$ cat src/hw/rtl/assert_macros.svh
// assertion macros shared by the rtl files
// no dependencies; included by modules that carry assertions
`ifndef ASSERT_MACROS_SVH
`define ASSERT_MACROS_SVH

// checked property, disabled while reset is asserted
`define E2E_ASSERT(lbl, clk, rstn, prop, msg) \
  lbl: assert property (@(posedge clk) disable iff (!rstn) prop) else $error(msg);

// checked property, active during reset as well
`define E2E_ASSERT_ALWAYS(lbl, clk, prop, msg) \
  lbl: assert property (@(posedge clk) prop) else $error(msg);

`endif

$ cat src/hw/rtl/e2e5_pkg.sv
// shared types, status codes and crc function for the e2e profile 5 checker
// no dependencies
`default_nettype none

package e2e5_pkg;

  localparam int CNT_W = 13;

  // stored check status codes
  localparam logic [2:0] ST_OK         = 3'd0;
  localparam logic [2:0] ST_NONEWDATA  = 3'd1;
  localparam logic [2:0] ST_ERROR      = 3'd2;
  localparam logic [2:0] ST_REPEATED   = 3'd3;
  localparam logic [2:0] ST_OKSOMELOST = 3'd4;
  localparam logic [2:0] ST_WRONGSEQ   = 3'd5;

  // generic state-machine status codes
  localparam logic [2:0] GEN_OK        = 3'd0;
  localparam logic [2:0] GEN_REPEATED  = 3'd1;
  localparam logic [2:0] GEN_WRONGSEQ  = 3'd2;
  localparam logic [2:0] GEN_NONEWDATA = 3'd3;
  localparam logic [2:0] GEN_ERROR     = 3'd4;

  // configuration register indexes
  localparam logic [2:0] REG_DATA_LENGTH = 3'd0;
  localparam logic [2:0] REG_OFFSET      = 3'd1;
  localparam logic [2:0] REG_DATA_ID     = 3'd2;
  localparam logic [2:0] REG_MAX_DELTA   = 3'd3;

  localparam logic [15:0] CRC_START = 16'hFFFF;
  localparam logic [15:0] CRC_POLY  = 16'h1021;
  localparam logic [7:0]  LAST_COUNTER_INIT = 8'hFF;
  localparam logic [CNT_W:0] MIN_FRAME_BYTES = 14'd3;

  // control of one beat leaving the input register
  typedef struct packed {
    logic fire;
    logic kind;
    logic last;
  } beat_ctl_t;

  // frame summary handed to the sequence check on the last byte
  typedef struct packed {
    logic       len_bad;
    logic       crc_match;
    logic [7:0] counter;
  } frame_info_t;

  // result beat payload
  typedef struct packed {
    logic       return_code;
    logic [2:0] check_result;
    logic [2:0] generic_result;
    logic [7:0] counter_seen;
  } result_t;

  // one byte through crc-16 0x1021, msb first
  function automatic logic [15:0] crc_feed(input logic [15:0] crc_in, input logic [7:0] b);
    logic [15:0] c;
    c = crc_in ^ {b, 8'h00};
    for (int i = 0; i < 8; i++) begin
      if (c[15]) begin
        c = {c[14:0], 1'b0} ^ CRC_POLY;
      end else begin
        c = {c[14:0], 1'b0};
      end
    end
    return c;
  endfunction

  function automatic logic [2:0] map_generic(input logic [2:0] st);
    logic [2:0] g;
    case (st)
      ST_OK, ST_OKSOMELOST: g = GEN_OK;
      ST_REPEATED:          g = GEN_REPEATED;
      ST_WRONGSEQ:          g = GEN_WRONGSEQ;
      ST_NONEWDATA:         g = GEN_NONEWDATA;
      default:              g = GEN_ERROR;
    endcase
    return g;
  endfunction

endpackage

`default_nettype wire

$ cat src/hw/rtl/e2e5_in_if.sv
// input channel interface: frame bytes and no-new-data events
// no dependencies
`default_nettype none

interface e2e5_in_if;
  logic       valid;
  logic       ready;
  logic       kind;
  logic [7:0] data_byte;
  logic       last_byte;

  modport source (output valid, kind, data_byte, last_byte, input ready);
  modport sink (input valid, kind, data_byte, last_byte, output ready);
endinterface

`default_nettype wire

$ cat src/hw/rtl/e2e5_out_if.sv
// result channel interface: check status per frame or event
// no dependencies
`default_nettype none

interface e2e5_out_if;
  logic       valid;
  logic       ready;
  logic       return_code;
  logic [2:0] check_result;
  logic [2:0] generic_result;
  logic [7:0] counter_seen;

  modport source (output valid, return_code, check_result, generic_result, counter_seen,
                  input ready);
  modport sink (input valid, return_code, check_result, generic_result, counter_seen,
                output ready);
endinterface

`default_nettype wire

$ cat src/hw/rtl/e2e5_frame_acc.sv
// frame accumulator: crc, byte count, received crc and counter capture, length checks
// depends on e2e5_pkg and assert_macros.svh
`default_nettype none
`include "assert_macros.svh"

module e2e5_frame_acc #(
  parameter int MAX_FRAME_BYTES = 4096
) (
  input  wire logic                      clk,
  input  wire logic                      rst_n,
  input  wire e2e5_pkg::beat_ctl_t       ctl,
  input  wire logic [7:0]                data_byte,
  input  wire logic [e2e5_pkg::CNT_W-1:0] cfg_length,
  input  wire logic [e2e5_pkg::CNT_W-1:0] cfg_offset,
  input  wire logic [15:0]               cfg_data_id,
  output e2e5_pkg::frame_info_t          info
);

  localparam logic [e2e5_pkg::CNT_W-1:0] CNT_SAT = e2e5_pkg::CNT_W'(MAX_FRAME_BYTES + 1);
  localparam logic [e2e5_pkg::CNT_W:0]   LEN_MAX = (e2e5_pkg::CNT_W + 1)'(MAX_FRAME_BYTES);

  logic [15:0]                 crc_r, crc_nxt, crc_upd, crc_final;
  logic [e2e5_pkg::CNT_W-1:0]  cnt_r, cnt_nxt, cnt_upd;
  logic [15:0]                 rcrc_r, rcrc_nxt, rcrc_upd;
  logic [7:0]                  rctr_r, rctr_nxt, rctr_upd;
  logic [e2e5_pkg::CNT_W:0]    pos_w, off_w, len_w;
  logic                        is_lo, is_hi, is_ctr;

  // byte placement against the offset
  always_comb begin
    pos_w  = {1'b0, cnt_r};
    off_w  = {1'b0, cfg_offset};
    is_lo  = (pos_w == off_w);
    is_hi  = (pos_w == off_w + 14'd1);
    is_ctr = (pos_w == off_w + 14'd2);
  end

  // per-byte update
  always_comb begin
    rcrc_upd = rcrc_r;
    rctr_upd = rctr_r;
    crc_upd  = crc_r;
    if (is_lo) begin
      rcrc_upd = {rcrc_r[15:8], data_byte};
    end else if (is_hi) begin
      rcrc_upd = {data_byte, rcrc_r[7:0]};
    end else begin
      if (is_ctr) begin
        rctr_upd = data_byte;
      end
      crc_upd = e2e5_pkg::crc_feed(crc_r, data_byte);
    end
    cnt_upd = (cnt_r == CNT_SAT) ? cnt_r : cnt_r + 1'b1;
  end

  // end of frame checks
  always_comb begin
    len_w     = {1'b0, cnt_upd};
    crc_final = e2e5_pkg::crc_feed(e2e5_pkg::crc_feed(crc_upd, cfg_data_id[7:0]),
                                   cfg_data_id[15:8]);
    info.len_bad   = (len_w < e2e5_pkg::MIN_FRAME_BYTES) || (len_w > LEN_MAX) ||
                     (cnt_upd != cfg_length) ||
                     (off_w + e2e5_pkg::MIN_FRAME_BYTES > len_w);
    info.crc_match = (rcrc_upd == crc_final);
    info.counter   = rctr_upd;
  end

  // next state: clear on event or frame end
  always_comb begin
    crc_nxt  = crc_r;
    cnt_nxt  = cnt_r;
    rcrc_nxt = rcrc_r;
    rctr_nxt = rctr_r;
    if (ctl.fire) begin
      if (ctl.kind || ctl.last) begin
        crc_nxt  = e2e5_pkg::CRC_START;
        cnt_nxt  = '0;
        rcrc_nxt = '0;
        rctr_nxt = '0;
      end else begin
        crc_nxt  = crc_upd;
        cnt_nxt  = cnt_upd;
        rcrc_nxt = rcrc_upd;
        rctr_nxt = rctr_upd;
      end
    end
  end

  always_ff @(posedge clk) begin
    if (!rst_n) begin
      crc_r  <= e2e5_pkg::CRC_START;
      cnt_r  <= '0;
      rcrc_r <= '0;
      rctr_r <= '0;
    end else begin
      crc_r  <= crc_nxt;
      cnt_r  <= cnt_nxt;
      rcrc_r <= rcrc_nxt;
      rctr_r <= rctr_nxt;
    end
  end

  // byte count never passes the saturation point
  `E2E_ASSERT(a_cnt_sat, clk, rst_n, cnt_r <= CNT_SAT, "byte count beyond saturation")
  // a frame end always leaves the accumulators cleared
  `E2E_ASSERT(a_clear_end, clk, rst_n, (ctl.fire && (ctl.kind || ctl.last)) |=> (cnt_r == '0 && crc_r == e2e5_pkg::CRC_START), "frame state not cleared")
  // a plain byte below saturation moves the count up by one
  `E2E_ASSERT(a_cnt_step, clk, rst_n, (ctl.fire && !ctl.kind && !ctl.last && cnt_r != CNT_SAT) |=> (cnt_r == $past(cnt_r) + 1'b1), "byte count did not advance")

endmodule

`default_nettype wire

$ cat src/hw/rtl/e2e5_seq_check.sv
// sequence check: counter delta classification, status and last counter state
// depends on e2e5_pkg
`default_nettype none

module e2e5_seq_check (
  input  wire logic                  clk,
  input  wire logic                  rst_n,
  input  wire e2e5_pkg::beat_ctl_t   ctl,
  input  wire e2e5_pkg::frame_info_t info,
  input  wire logic [7:0]            cfg_max_delta,
  output e2e5_pkg::result_t          res
);

  logic [2:0] status_r, status_nxt;
  logic [7:0] last_ctr_r, last_ctr_nxt;
  logic [7:0] delta;
  logic       rc;

  // classify and update
  always_comb begin
    status_nxt   = status_r;
    last_ctr_nxt = last_ctr_r;
    rc           = 1'b0;
    delta        = info.counter - last_ctr_r;
    if (ctl.fire) begin
      if (ctl.kind) begin
        status_nxt = e2e5_pkg::ST_NONEWDATA;
      end else if (ctl.last) begin
        if (info.len_bad) begin
          rc = 1'b1;
        end else if (!info.crc_match) begin
          status_nxt = e2e5_pkg::ST_ERROR;
        end else begin
          if (delta > cfg_max_delta) begin
            status_nxt = e2e5_pkg::ST_WRONGSEQ;
          end else if (delta == 8'd0) begin
            status_nxt = e2e5_pkg::ST_REPEATED;
          end else if (delta == 8'd1) begin
            status_nxt = e2e5_pkg::ST_OK;
          end else begin
            status_nxt = e2e5_pkg::ST_OKSOMELOST;
          end
          last_ctr_nxt = info.counter;
        end
      end
    end
  end

  // result of this beat
  always_comb begin
    res.return_code    = rc;
    res.check_result   = status_nxt;
    res.generic_result = rc ? e2e5_pkg::GEN_ERROR : e2e5_pkg::map_generic(status_nxt);
    res.counter_seen   = last_ctr_nxt;
  end

  always_ff @(posedge clk) begin
    if (!rst_n) begin
      status_r   <= e2e5_pkg::ST_ERROR;
      last_ctr_r <= e2e5_pkg::LAST_COUNTER_INIT;
    end else begin
      status_r   <= status_nxt;
      last_ctr_r <= last_ctr_nxt;
    end
  end

endmodule

`default_nettype wire

$ cat src/hw/rtl/e2e_profile5_frame_checker_core.sv
// e2e profile 5 receive check, top level: input register, config, result register
// depends on e2e5_pkg, e2e5_in_if, e2e5_out_if, e2e5_frame_acc, e2e5_seq_check
//
//   channel  dir  width  beat
//   in_ch    in   10     kind, data_byte, last_byte
//   out_ch   out  15     return_code, check_result, generic_result, counter_seen
//   cfg_*    in   20     write enable, 3-bit register index, 16-bit data
//
// one beat per cycle sustained while the result side is not stalled; a taken beat passes the
// input register, then the single crc/check pass into the result register
// reset is synchronous; it clears frame state, status, valid flags and config to defaults
// a stalled result blocks only beats that produce a result (events and last bytes);
// plain frame bytes keep flowing into the accumulator
`default_nettype none
`include "assert_macros.svh"

module e2e_profile5_frame_checker_core #(
  parameter int MAX_FRAME_BYTES = 4096
) (
  input  wire logic        clk,
  input  wire logic        rst_n,
  e2e5_in_if.sink          in_ch,
  e2e5_out_if.source       out_ch,
  input  wire logic        cfg_we,
  input  wire logic [2:0]  cfg_index,
  input  wire logic [15:0] cfg_wdata
);

  // configuration registers
  logic [e2e5_pkg::CNT_W-1:0] len_r, off_r;
  logic [15:0]                id_r;
  logic [7:0]                 maxd_r;

  always_ff @(posedge clk) begin
    if (!rst_n) begin
      len_r  <= 13'd8;
      off_r  <= '0;
      id_r   <= '0;
      maxd_r <= 8'd1;
    end else if (cfg_we) begin
      unique case (cfg_index)
        e2e5_pkg::REG_DATA_LENGTH: len_r  <= cfg_wdata[e2e5_pkg::CNT_W-1:0];
        e2e5_pkg::REG_OFFSET:      off_r  <= cfg_wdata[e2e5_pkg::CNT_W-1:0];
        e2e5_pkg::REG_DATA_ID:     id_r   <= cfg_wdata;
        e2e5_pkg::REG_MAX_DELTA:   maxd_r <= cfg_wdata[7:0];
        default: ;
      endcase
    end
  end

  // input register
  logic       v1_r, v1_nxt;
  logic       kind_r, last_r;
  logic [7:0] byte_r;
  logic       produces, adv, in_take;
  e2e5_pkg::beat_ctl_t   ctl;
  e2e5_pkg::frame_info_t info;
  e2e5_pkg::result_t     res;

  // result register
  logic              ov_r, ov_nxt;
  e2e5_pkg::result_t res_r;

  always_comb begin
    produces     = kind_r || last_r;
    adv          = v1_r && (!produces || !ov_r || out_ch.ready);
    in_ch.ready  = !v1_r || adv;
    in_take      = in_ch.valid && in_ch.ready;
    v1_nxt       = in_take ? 1'b1 : (adv ? 1'b0 : v1_r);
    ov_nxt       = (adv && produces) ? 1'b1 : (out_ch.ready ? 1'b0 : ov_r);
    ctl.fire     = adv;
    ctl.kind     = kind_r;
    ctl.last     = last_r;
  end

  always_ff @(posedge clk) begin
    if (!rst_n) begin
      v1_r <= 1'b0;
      ov_r <= 1'b0;
    end else begin
      v1_r <= v1_nxt;
      ov_r <= ov_nxt;
    end
  end

  // beat payload and result capture
  always_ff @(posedge clk) begin
    if (in_take) begin
      kind_r <= in_ch.kind;
      byte_r <= in_ch.data_byte;
      last_r <= in_ch.last_byte;
    end
    if (adv && produces) begin
      res_r <= res;
    end
  end

  e2e5_frame_acc #(
    .MAX_FRAME_BYTES(MAX_FRAME_BYTES)
  ) u_acc (
    .clk        (clk),
    .rst_n      (rst_n),
    .ctl        (ctl),
    .data_byte  (byte_r),
    .cfg_length (len_r),
    .cfg_offset (off_r),
    .cfg_data_id(id_r),
    .info       (info)
  );

  e2e5_seq_check u_seq (
    .clk          (clk),
    .rst_n        (rst_n),
    .ctl          (ctl),
    .info         (info),
    .cfg_max_delta(maxd_r),
    .res          (res)
  );

  // result beat drive
  always_comb begin
    out_ch.valid          = ov_r;
    out_ch.return_code    = res_r.return_code;
    out_ch.check_result   = res_r.check_result;
    out_ch.generic_result = res_r.generic_result;
    out_ch.counter_seen   = res_r.counter_seen;
  end

  // a result-producing beat waits while the result register is stalled
  `E2E_ASSERT(a_hold_stall, clk, rst_n, (v1_r && produces && ov_r && !out_ch.ready) |=> (v1_r && $stable(kind_r) && $stable(last_r)), "beat overran stalled result")
  // rejected frame always reports generic error
  `E2E_ASSERT(a_rc_generic, clk, rst_n, (out_ch.valid && out_ch.return_code) |-> (out_ch.generic_result == e2e5_pkg::GEN_ERROR), "reject without generic error")
  // no-new-data status on an accepted beat maps to the generic no-new-data code
  `E2E_ASSERT(a_nnd_map, clk, rst_n, (out_ch.valid && !out_ch.return_code && out_ch.check_result == e2e5_pkg::ST_NONEWDATA) |-> (out_ch.generic_result == e2e5_pkg::GEN_NONEWDATA), "no-new-data mapping broken")
  // input is only refused while the input register holds a beat
  `E2E_ASSERT(a_ready_cause, clk, rst_n, !in_ch.ready |-> v1_r, "input refused with empty register")
  // nothing is pending right after reset
  `E2E_ASSERT_ALWAYS(a_reset_empty, clk, !rst_n |=> (!v1_r && !ov_r), "pipeline not empty after reset")

endmodule

`default_nettype wire

$ cat src/flat_wrapper.sv
// flat-port wrapper written by rule: the top's interface ports become plain ports
module e2e_profile5_frame_checker_core_flat 
#(
  parameter int MAX_FRAME_BYTES = 4096
)
  (clk, rst_n, cfg_we, cfg_index, cfg_wdata, in_ch_valid, in_ch_kind, in_ch_data_byte, in_ch_last_byte, in_ch_ready, out_ch_valid, out_ch_return_code, out_ch_check_result, out_ch_generic_result, out_ch_counter_seen, out_ch_ready);
  e2e5_in_if in_ch_i ();
  e2e5_out_if out_ch_i ();
  input  wire logic clk;
  input  wire logic rst_n;
  input  wire logic cfg_we;
  input  wire logic [2:0] cfg_index;
  input  wire logic [15:0] cfg_wdata;
  input wire logic [$bits(in_ch_i.valid)-1:0] in_ch_valid;
  input wire logic [$bits(in_ch_i.kind)-1:0] in_ch_kind;
  input wire logic [$bits(in_ch_i.data_byte)-1:0] in_ch_data_byte;
  input wire logic [$bits(in_ch_i.last_byte)-1:0] in_ch_last_byte;
  output wire logic [$bits(in_ch_i.ready)-1:0] in_ch_ready;
  output wire logic [$bits(out_ch_i.valid)-1:0] out_ch_valid;
  output wire logic [$bits(out_ch_i.return_code)-1:0] out_ch_return_code;
  output wire logic [$bits(out_ch_i.check_result)-1:0] out_ch_check_result;
  output wire logic [$bits(out_ch_i.generic_result)-1:0] out_ch_generic_result;
  output wire logic [$bits(out_ch_i.counter_seen)-1:0] out_ch_counter_seen;
  input wire logic [$bits(out_ch_i.ready)-1:0] out_ch_ready;
  assign in_ch_i.valid = in_ch_valid;
  assign in_ch_i.kind = in_ch_kind;
  assign in_ch_i.data_byte = in_ch_data_byte;
  assign in_ch_i.last_byte = in_ch_last_byte;
  assign in_ch_ready = in_ch_i.ready;
  assign out_ch_valid = out_ch_i.valid;
  assign out_ch_return_code = out_ch_i.return_code;
  assign out_ch_check_result = out_ch_i.check_result;
  assign out_ch_generic_result = out_ch_i.generic_result;
  assign out_ch_counter_seen = out_ch_i.counter_seen;
  assign out_ch_i.ready = out_ch_ready;
  e2e_profile5_frame_checker_core #(.MAX_FRAME_BYTES(MAX_FRAME_BYTES)) u_core (.clk(clk), .rst_n(rst_n), .in_ch(in_ch_i), .out_ch(out_ch_i), .cfg_we(cfg_we), .cfg_index(cfg_index), .cfg_wdata(cfg_wdata));
endmodule
$ cat config.mk
export PLATFORM = sky130hd
export DESIGN_NAME = e2e_profile5_frame_checker_core_flat
export DESIGN_NICKNAME = d
export VERILOG_FILES = /design/src/hw/rtl/e2e5_pkg.sv /design/src/hw/rtl/e2e5_in_if.sv /design/src/hw/rtl/e2e5_out_if.sv /design/src/hw/rtl/e2e5_frame_acc.sv /design/src/hw/rtl/e2e5_seq_check.sv /design/src/hw/rtl/e2e_profile5_frame_checker_core.sv /design/src/flat_wrapper.sv
export VERILOG_INCLUDE_DIRS = /design/src /design/src/hw/rtl
export SDC_FILE = /design/constraint.sdc
export NUM_CORES = 1
export LEC_CHECK = 0
export BUFFER_PORTS_ARGS = -buffer_cell sky130_fd_sc_hd__buf_2
export CORE_AREA = 2 2 126 141
export CTS_BUF_LIST = sky130_fd_sc_hd__clkbuf_16
export DETAILED_ROUTE_END_ITERATION = 6
export DIE_AREA = 0 0 128 143
export MAX_ROUTING_LAYER = met4
export PLACE_DENSITY = 0.77
export SLEW_MARGIN = 40
export SYNTH_ARGS = -nofsm -noshare
export SYNTH_HDL_FRONTEND = slang
export SYNTH_SLANG_ARGS = --single-unit
$ cat constraint.sdc
create_clock -name clk -period 14.8 [get_ports clk]
set_clock_uncertainty 0.1 [all_clocks]
set_input_delay 2.96 -clock clk [delete_from_list [all_inputs] [get_ports clk]]
set_output_delay 2.96 -clock clk [all_outputs]
set_load 0.03 [all_outputs]
==> results of run 1 <==
-- worst max-delay path: stages --
cell      delay (ns)
buf_2           0.09
nand2b_1        0.16
nor2_1          0.21
nand2_1         0.09
buf_2           0.18
-- kinds of logic after synthesis --
logic type	Yosys count	synth area share [%]
adders and majority gates	35	4.88
xor gates and xnor gates	157	15.7
and+or+nand+nor	439	22.7
DFF	141	33.7
buffers and inverters	96	4.22
AOI/OAI and AO/OA	202	14.3
muxes	39	4.51
-- state kept, by name, indices dropped and copies added, names as in the netlist, 13 cells and up --
| name | flops |
|---|---|
| u_core.u_acc.rcrc_r | 16 |
| u_core.len_r | 13 |
| u_core.off_r | 13 |
| u_core.u_acc.crc_r | 16 |
| u_core.id_r | 16 |
| u_core.u_acc.cnt_r | 13 |
-- area by class of cell --
cell class / count / area [sq um] / area share, %
flip-flops and latches: 141 / 3070 / 30.6
inverters: 34 / 128 / 1.27
multi-input cells: 872 / 5690 / 56.8
clock buffers: 17 / 425 / 4.24
repair buffers: 56 / 299 / 2.98
clock inverters: 15 / 150 / 1.50
well taps: 208 / 260 / 2.60
-- power groups by stage --
stage          logic, W  registers (W)  clock network (W)
2_1_floorplan  0.000194       0.000416                  0
3_3_place_gp   0.000243       0.000420                  0
3_5_place_dp   0.000248       0.000421                  0
4_1_cts        0.000250       0.000412           0.000422
5_1_grt        0.000274       0.000413           0.000440
6_report       0.000253       0.000412           0.000419
-- per-stage QoR --
step	hold slack (ns)	util (%)
final	0.364	59.8
after global routing	0.379	59.8
after CTS	0.365	59.8
after detailed placement	0.357	56.4
after global placement	0.345	56.3
after floorplan	0.336	-
-- metal layers --
metal  vias up  wire (um)  GRT usage [%]
li1       3869          -              -
met1      3726      10300           33.8
met2       260      11600           45.5
met5         -          0              -
met3        78       1070           4.65
met4         0       1240           13.9
-- worst max path at each step --
stage,to,depth (start not counted),start,slack (ns)
floorplan,in_ch_ready,3,out_ch_ready,8.27
global placement,in_ch_ready,5,out_ch_ready,8.12
detailed placement,in_ch_ready,5,out_ch_ready,8.09
CTS,in_ch_ready,5,out_ch_ready,8.08
global route,u_core.out_ch.generic_result[2]$_SDFFCE_PP1P_,28,u_core.off_r[2]$_SDFFE_PN0P_,7.63
finish,in_ch_ready,5,out_ch_ready,8.05
-- cells in the final DEF (no fill, tap or decap), drive strengths merged, types with 25 or more instances in the layout --
cell    instances
xnor2          98
ha             34
o21ai          28
dfxtp         116
xor2           55
buf            56
a21oi          78
nor2           99
inv            39
nand2         170
nand3          32
edfxtp         25
==> reports/qor.csv, run 1 <==
stage,metric,value,unit
clocking,cts_sinks,141,
synth,syn_inst,1109,
synth,synthTopCellsByArea,"dfxtp_1, xnor2_1, edfxtp_1, nand2_1, xor2_1",
detailed_routing,via_count,7933,
global_route,grt_max_degree,97,
synth,syn_nets,1178,
power_and_ir_drop,total_power,0.00109,W
detailed_routing,drc,0,
detailed_routing,ant_nets,0,
power_and_ir_drop,p_clk_share,38.7,%
clocking,ctsResizeCount,0,
clocking,cts_made_buffers,17,
synth,synthTopCellsByCount,"nand2_1, dfxtp_1, nor2_1",
clocking,clock_latency,0.43,ns
global_route,antenna_found_initial,0,
worst_hold_path,holdPathStages,2,
global_route,grt_pass1_wl,39100,um
floorplanning,ios,51,
synth,synth_area_per_cell,8.23,sq um
timing,final.period_utilization,45.6,%
clocking,postCtsHoldBufs,0,
power_and_ir_drop,p_sw,0.000333,W
timing,finalWorstSetupSlack,8.05,ns
critical_path,r2r_setup_slack,8.22,ns
worst_hold_path,min_path_type,reg2reg,
layout,finalNetCount,1191,
timing,maxSlewViolCount,0,
critical_path,crit_type,in2out,
timing,fmax,148,MHz
placed_design,dp_cells,1311,
synth,synthArstFlopShare,0,%
layout,drive_gt1_share,10.6,%
layout,layoutNonFillerInstCount,1343,
floorplanning,start_util,54.5,%
placed_design,dp_hpwl,17900,um
timing,setup_tns,0,ns
synth,yosys_warnings,0,
critical_path,endpoint_kind,output pin,
layout,fill_cells,1497,
clocking,root_buffer,clkbuf_16,
detailed_routing,wl_per_cell,18.1,um
timing,final-setup-viol-count,0,
clocking,cts_tree,done,
global_route,grt_usage,28.0,%
layout,final_area,10000,sq um
run_status,outcome,"complete, no violations",
global_route,grt_overflow_total,0,
timing,worst_pin_slew,0.801,ns
synth,synth_top_area_cell,dfxtp_1,
synth,synth_edf_count,25,
detailed_routing,drtPass1Iterations,6,
critical_path,cp_max_fo,3,
placed_design,port_buffers,50,
clocking,htreeDepth,4,
floorplanning,core,16800,sq um
placed_design,globalplace.congestion,0.967,
critical_path,rr_endpoint,u_core.out_ch.generic_result[2]$_SDFFCE_PP1P_,
run,cap_violations,0,
floorplanning,rows,50,
timing,slew-limit-headroom,46.6,%
detailed_routing,wl,24300,um
clocking,clk_path_buf_depth,2,
power_and_ir_drop,p_seq_share,38.0,%
clocking,postCtsSetupBuffers,0,
placed_design,placed_area,9450,sq um
power_and_ir_drop,power.leakage,3.84,nW
timing,rsz0062_at_grt,false,
synth,ys_ff_latch,141,
critical_path,worstRegToRegCells,28,
worst_hold_path,min-delay-start,u_core.len_r[7]$_SDFFE_PN0P_,
synth,synth_cell_types,70,
timing,hold_viol,0,
power_and_ir_drop,power_density,108,nW/um^2
clocking,clk_pin_slew,0.06,ns
layout,area_growth,9.81,%
synth,synth_top_area_share,25.4,%
placed_design,dpl_worst_slack,8.09,ns
power_and_ir_drop,swShare,30.7,%
critical_path,cp.required,11.74,ns
floorplanning,dieArea,18300,sq um
detailed_routing,viasPerCell,5.91,
timing,post-route-min-period,6.75,ns
power_and_ir_drop,internal_power,0.000752,W
floorplanning,fp.dieW,128,um
power_and_ir_drop,ir_drop,0.0855,mV
detailed_routing,first_iter_violations,672,
floorplanning,die_h,143,um
power_and_ir_drop,comb_power_share,23.3,%
critical_path,start_kind,input port,
synth,yosysMostFrequentCell,nand2_1,
synth,ys_seq_area_share,33.7,%
synth,netlist_area,9130,sq um
critical_path,crit-reg2reg-launch,u_core.off_r[2]$_SDFFE_PN0P_,
worst_hold_path,holdPathEnd,u_core.len_r[7]$_SDFFE_PN0P_,
synth,synthFlopType,dfxtp_1,
critical_path,cp.arrival,3.69,ns
global_route,grt_pass1_vias,7499,
layout,num_antenna_cells,0,
Note: power is estimated with default switching activity, not from simulation.
==> run 2: changes to the inputs <==
Clock period 14.8 ns to 6.8 ns, I/O delays scaled along.
==> run 2 against run 1 <==
Compared with the run above: utilization rose by 0.70 points; clock power grew 120%; die area is the same; non-clock buffer count grew 13; first-iteration DRC count up 14%; count of clock-buffer cells in the layout rose by 1; routed wire length rose by 4.1%; via count up 1.8%; sequential cell count unchanged; critical path depth increased by 22; final area up 1.2%.
==> reports/qor.csv, run 2 (synthesized netlist as in run 1, its figures left out) <==
stage,metric,value,unit,change
layout,fill_cells,1494,,was 1497
detailed_routing,via_count,8078,,was 7933
clocking,htreeDepth,4,,unchanged
layout,drive_gt1_share,11.7,%,was 10.6%
critical_path,start_kind,flop,,was input port
timing,worst_pin_slew,0.763,ns,was 0.801 ns
power_and_ir_drop,total_power,0.00239,W,was 0.00109 W
critical_path,cp.arrival,6.29,ns,was 3.69 ns
critical_path,rr_endpoint,u_core.out_ch.generic_result[2]$_SDFFCE_PP1P_,,unchanged
detailed_routing,wl,25300,um,was 24300 um
power_and_ir_drop,swShare,30.6,%,was 30.7%
placed_design,port_buffers,50,,unchanged
global_route,grt_usage,29.3,%,was 28.0%
detailed_routing,first_iter_violations,765,,was 672
floorplanning,dieArea,18300,sq um,unchanged
timing,final-setup-viol-count,0,,unchanged
clocking,ctsResizeCount,0,,unchanged
worst_hold_path,min-delay-start,u_core.maxd_r[1]$_SDFFE_PN0P_,,was u_core.len_r[7]$_SDFFE_PN0P_
clocking,cts_made_buffers,17,,unchanged
clocking,clk_pin_slew,0.07,ns,was 0.06 ns
layout,area_growth,11.1,%,was 9.81%
critical_path,endpoint_kind,flop,,was output pin
timing,post-route-min-period,6.22,ns,
global_route,grt_pass1_vias,7715,,was 7499
global_route,grt_max_degree,97,,unchanged
clocking,root_buffer,clkbuf_16,,unchanged
placed_design,globalplace.congestion,0.953,,was 0.967
timing,fmax,161,MHz,
critical_path,crit-reg2reg-launch,u_core.off_r[4]$_SDFFE_PN0P_,,was u_core.off_r[2]$_SDFFE_PN0P_
power_and_ir_drop,power.leakage,3.91,nW,was 3.84 nW
layout,finalNetCount,1204,,was 1191
clocking,clock_latency,0.43,ns,about the same
floorplanning,core,16800,sq um,unchanged
clocking,cts_sinks,141,,unchanged
floorplanning,fp.dieW,128,um,unchanged
worst_hold_path,min_path_type,reg2reg,,unchanged
critical_path,cp_max_fo,9,,was 3
timing,hold_viol,0,,unchanged
floorplanning,ios,51,,unchanged
critical_path,r2r_setup_slack,0.58,ns,was 8.22 ns
run,cap_violations,0,,unchanged
global_route,grt_pass1_wl,40300,um,was 39100 um
critical_path,cp.required,6.88,ns,was 11.74 ns
critical_path,crit_type,reg2reg,,was in2out
clocking,postCtsHoldBufs,0,,unchanged
power_and_ir_drop,comb_power_share,23.4,%,was 23.3%
detailed_routing,drc,0,,unchanged
placed_design,dp_hpwl,18600,um,was 17900 um
power_and_ir_drop,p_clk_share,39.2,%,was 38.7%
timing,rsz0062_at_grt,false,,unchanged
critical_path,max_stage_delay,0.51,ns,was 0.21 ns
timing,fin_hold_ws,0.361,ns,was 0.364 ns
placed_design,placed_area,9540,sq um,was 9450 sq um
clocking,clk_path_buf_depth,2,,unchanged
timing,final.period_utilization,91.4,%,
layout,final_cell_mix,"nand2_1, dfxtp_1, nor2_1, xnor2_1, a21oi_1",,unchanged
power_and_ir_drop,internal_power,0.00166,W,was 0.000752 W
timing,setup_tns,0,ns,unchanged
layout,num_antenna_cells,0,,unchanged
detailed_routing,viasPerCell,5.96,,was 5.91
detailed_routing,drtPass1Iterations,5,,was 6
timing,slew-limit-headroom,49.0,%,was 46.6%
global_route,antenna_found_initial,0,,unchanged
run_status,outcome,"complete, no violations",,unchanged
timing,maxSlewViolCount,0,,unchanged
layout,layout_commonest_cell,nand2_1,,unchanged
layout,utilization,60.5,%,was 59.8%
power_and_ir_drop,p_seq_share,37.4,%,was 38.0%
floorplanning,start_util,54.5,%,unchanged
global_route,grt_overflow_total,0,,unchanged
detailed_routing,wl_per_cell,18.6,um,was 18.1 um
clocking,cts_tree,done,,unchanged
layout,final_area,10100,sq um,was 10000 sq um
floorplanning,rows,50,,unchanged
floorplanning,die_h,143,um,unchanged
worst_hold_path,holdPathStages,2,,unchanged
worst_hold_path,holdPathEnd,u_core.maxd_r[1]$_SDFFE_PN0P_,,was u_core.len_r[7]$_SDFFE_PN0P_
power_and_ir_drop,power_density,236,nW/um^2,was 108 nW/um^2
clocking,postCtsSetupBuffers,0,,unchanged
critical_path,worstRegToRegCells,27,,was 28
detailed_routing,ant_nets,0,,unchanged
power_and_ir_drop,ir_drop,0.231,mV,was 0.0855 mV
layout,reg_top3,"u_core.id_r (16), u_core.u_acc.crc_r (16), u_core.u_acc.rcrc_r (16)",,unchanged
power_and_ir_drop,p_sw,0.000732,W,was 0.000333 W
critical_path,critical_path.most_common_cell,o21ai_0,,was buf_2
critical_path,cpMaxStageDelayCell,dfxtp_1,,was nor2_1
## run 2: cell count changes in the layout (fill, tap and decap cells not counted), sizes merged
cell and change:
clkinvlp -1, buf +13, clkbuf +1
## run 2: final cells by class
cell class | instances | area, sq um | share of cell area [%]
clock inverter | 14 | 143 | 1.41
sequential | 141 | 3070 | 30.3
timing repair buffer | 69 | 397 | 3.91
tap | 208 | 260 | 2.57
clock buffer | 18 | 450 | 4.44
inverter | 34 | 128 | 1.26
multi-input combinational | 872 | 5690 | 56.1
## run 2: worst max path at each step
stage / slack (ns) / start / end
final: 0.58 / u_core.off_r[4]$_SDFFE_PN0P_ / u_core.out_ch.generic_result[2]$_SDFFCE_PP1P_
after global routing: 0.01 / u_core.off_r[1]$_SDFFE_PN0P_ / u_core.out_ch.generic_result[2]$_SDFFCE_PP1P_
after CTS: 0.43 / u_core.off_r[4]$_SDFFE_PN0P_ / u_core.out_ch.generic_result[2]$_SDFFCE_PP1P_
after detailed placement: 0.49 / u_core.off_r[4]$_SDFFE_PN0P_ / u_core.out_ch.generic_result[2]$_SDFFCE_PP1P_
after global placement: 0.52 / u_core.off_r[4]$_SDFFE_PN0P_ / u_core.out_ch.generic_result[2]$_SDFFCE_PP1P_
after floorplan: 0.97 / u_core.off_r[2]$_SDFFE_PN0P_ / u_core.out_ch.generic_result[2]$_SDFFCE_PP1P_
## run 2: power groups by stage
stage / Combinational [W] / Sequential, W / Clock [W]
6_report: 0.000559 / 0.000896 / 0.000939
5_1_grt: 0.000607 / 0.000898 / 0.000979
4_1_cts: 0.000554 / 0.000895 / 0.000945
3_5_place_dp: 0.000546 / 0.000913 / 0
3_3_place_gp: 0.000535 / 0.000913 / 0
2_1_floorplan: 0.000422 / 0.000906 / 0
## run 2: worst max-delay path: cells and delay by family (launching register included)
family | cells | cell delay, ns
DFF | 1 | 0.51
adders and majority gates | 2 | 0.56
xor gates and xnor gates | 2 | 0.35
muxes | 1 | 0.41
and+or+nand+nor | 8 | 1.42
buffers and inverters | 1 | 0.07
AOI/OAI and AO/OA | 13 | 2.52
## run 2: metal layers
metal / vias up / share of wire (%) / GRT usage [%]
met3: 60 / 5.6 / 4.31
met2: 311 / 49 / 49.9
met1: 3795 / 41 / 34.8
met5: - / 0 / -
met4: 0 / 3.5 / 12.1
li1: 3912 / - / -
## run 2: per-stage QoR
stage	setup slack, ns	instances
floorplan	0.966	1109
global placement	0.517	1324
detailed placement	0.490	1324
CTS	0.434	1356
global route	0.0143	1356
finish	0.584	1356
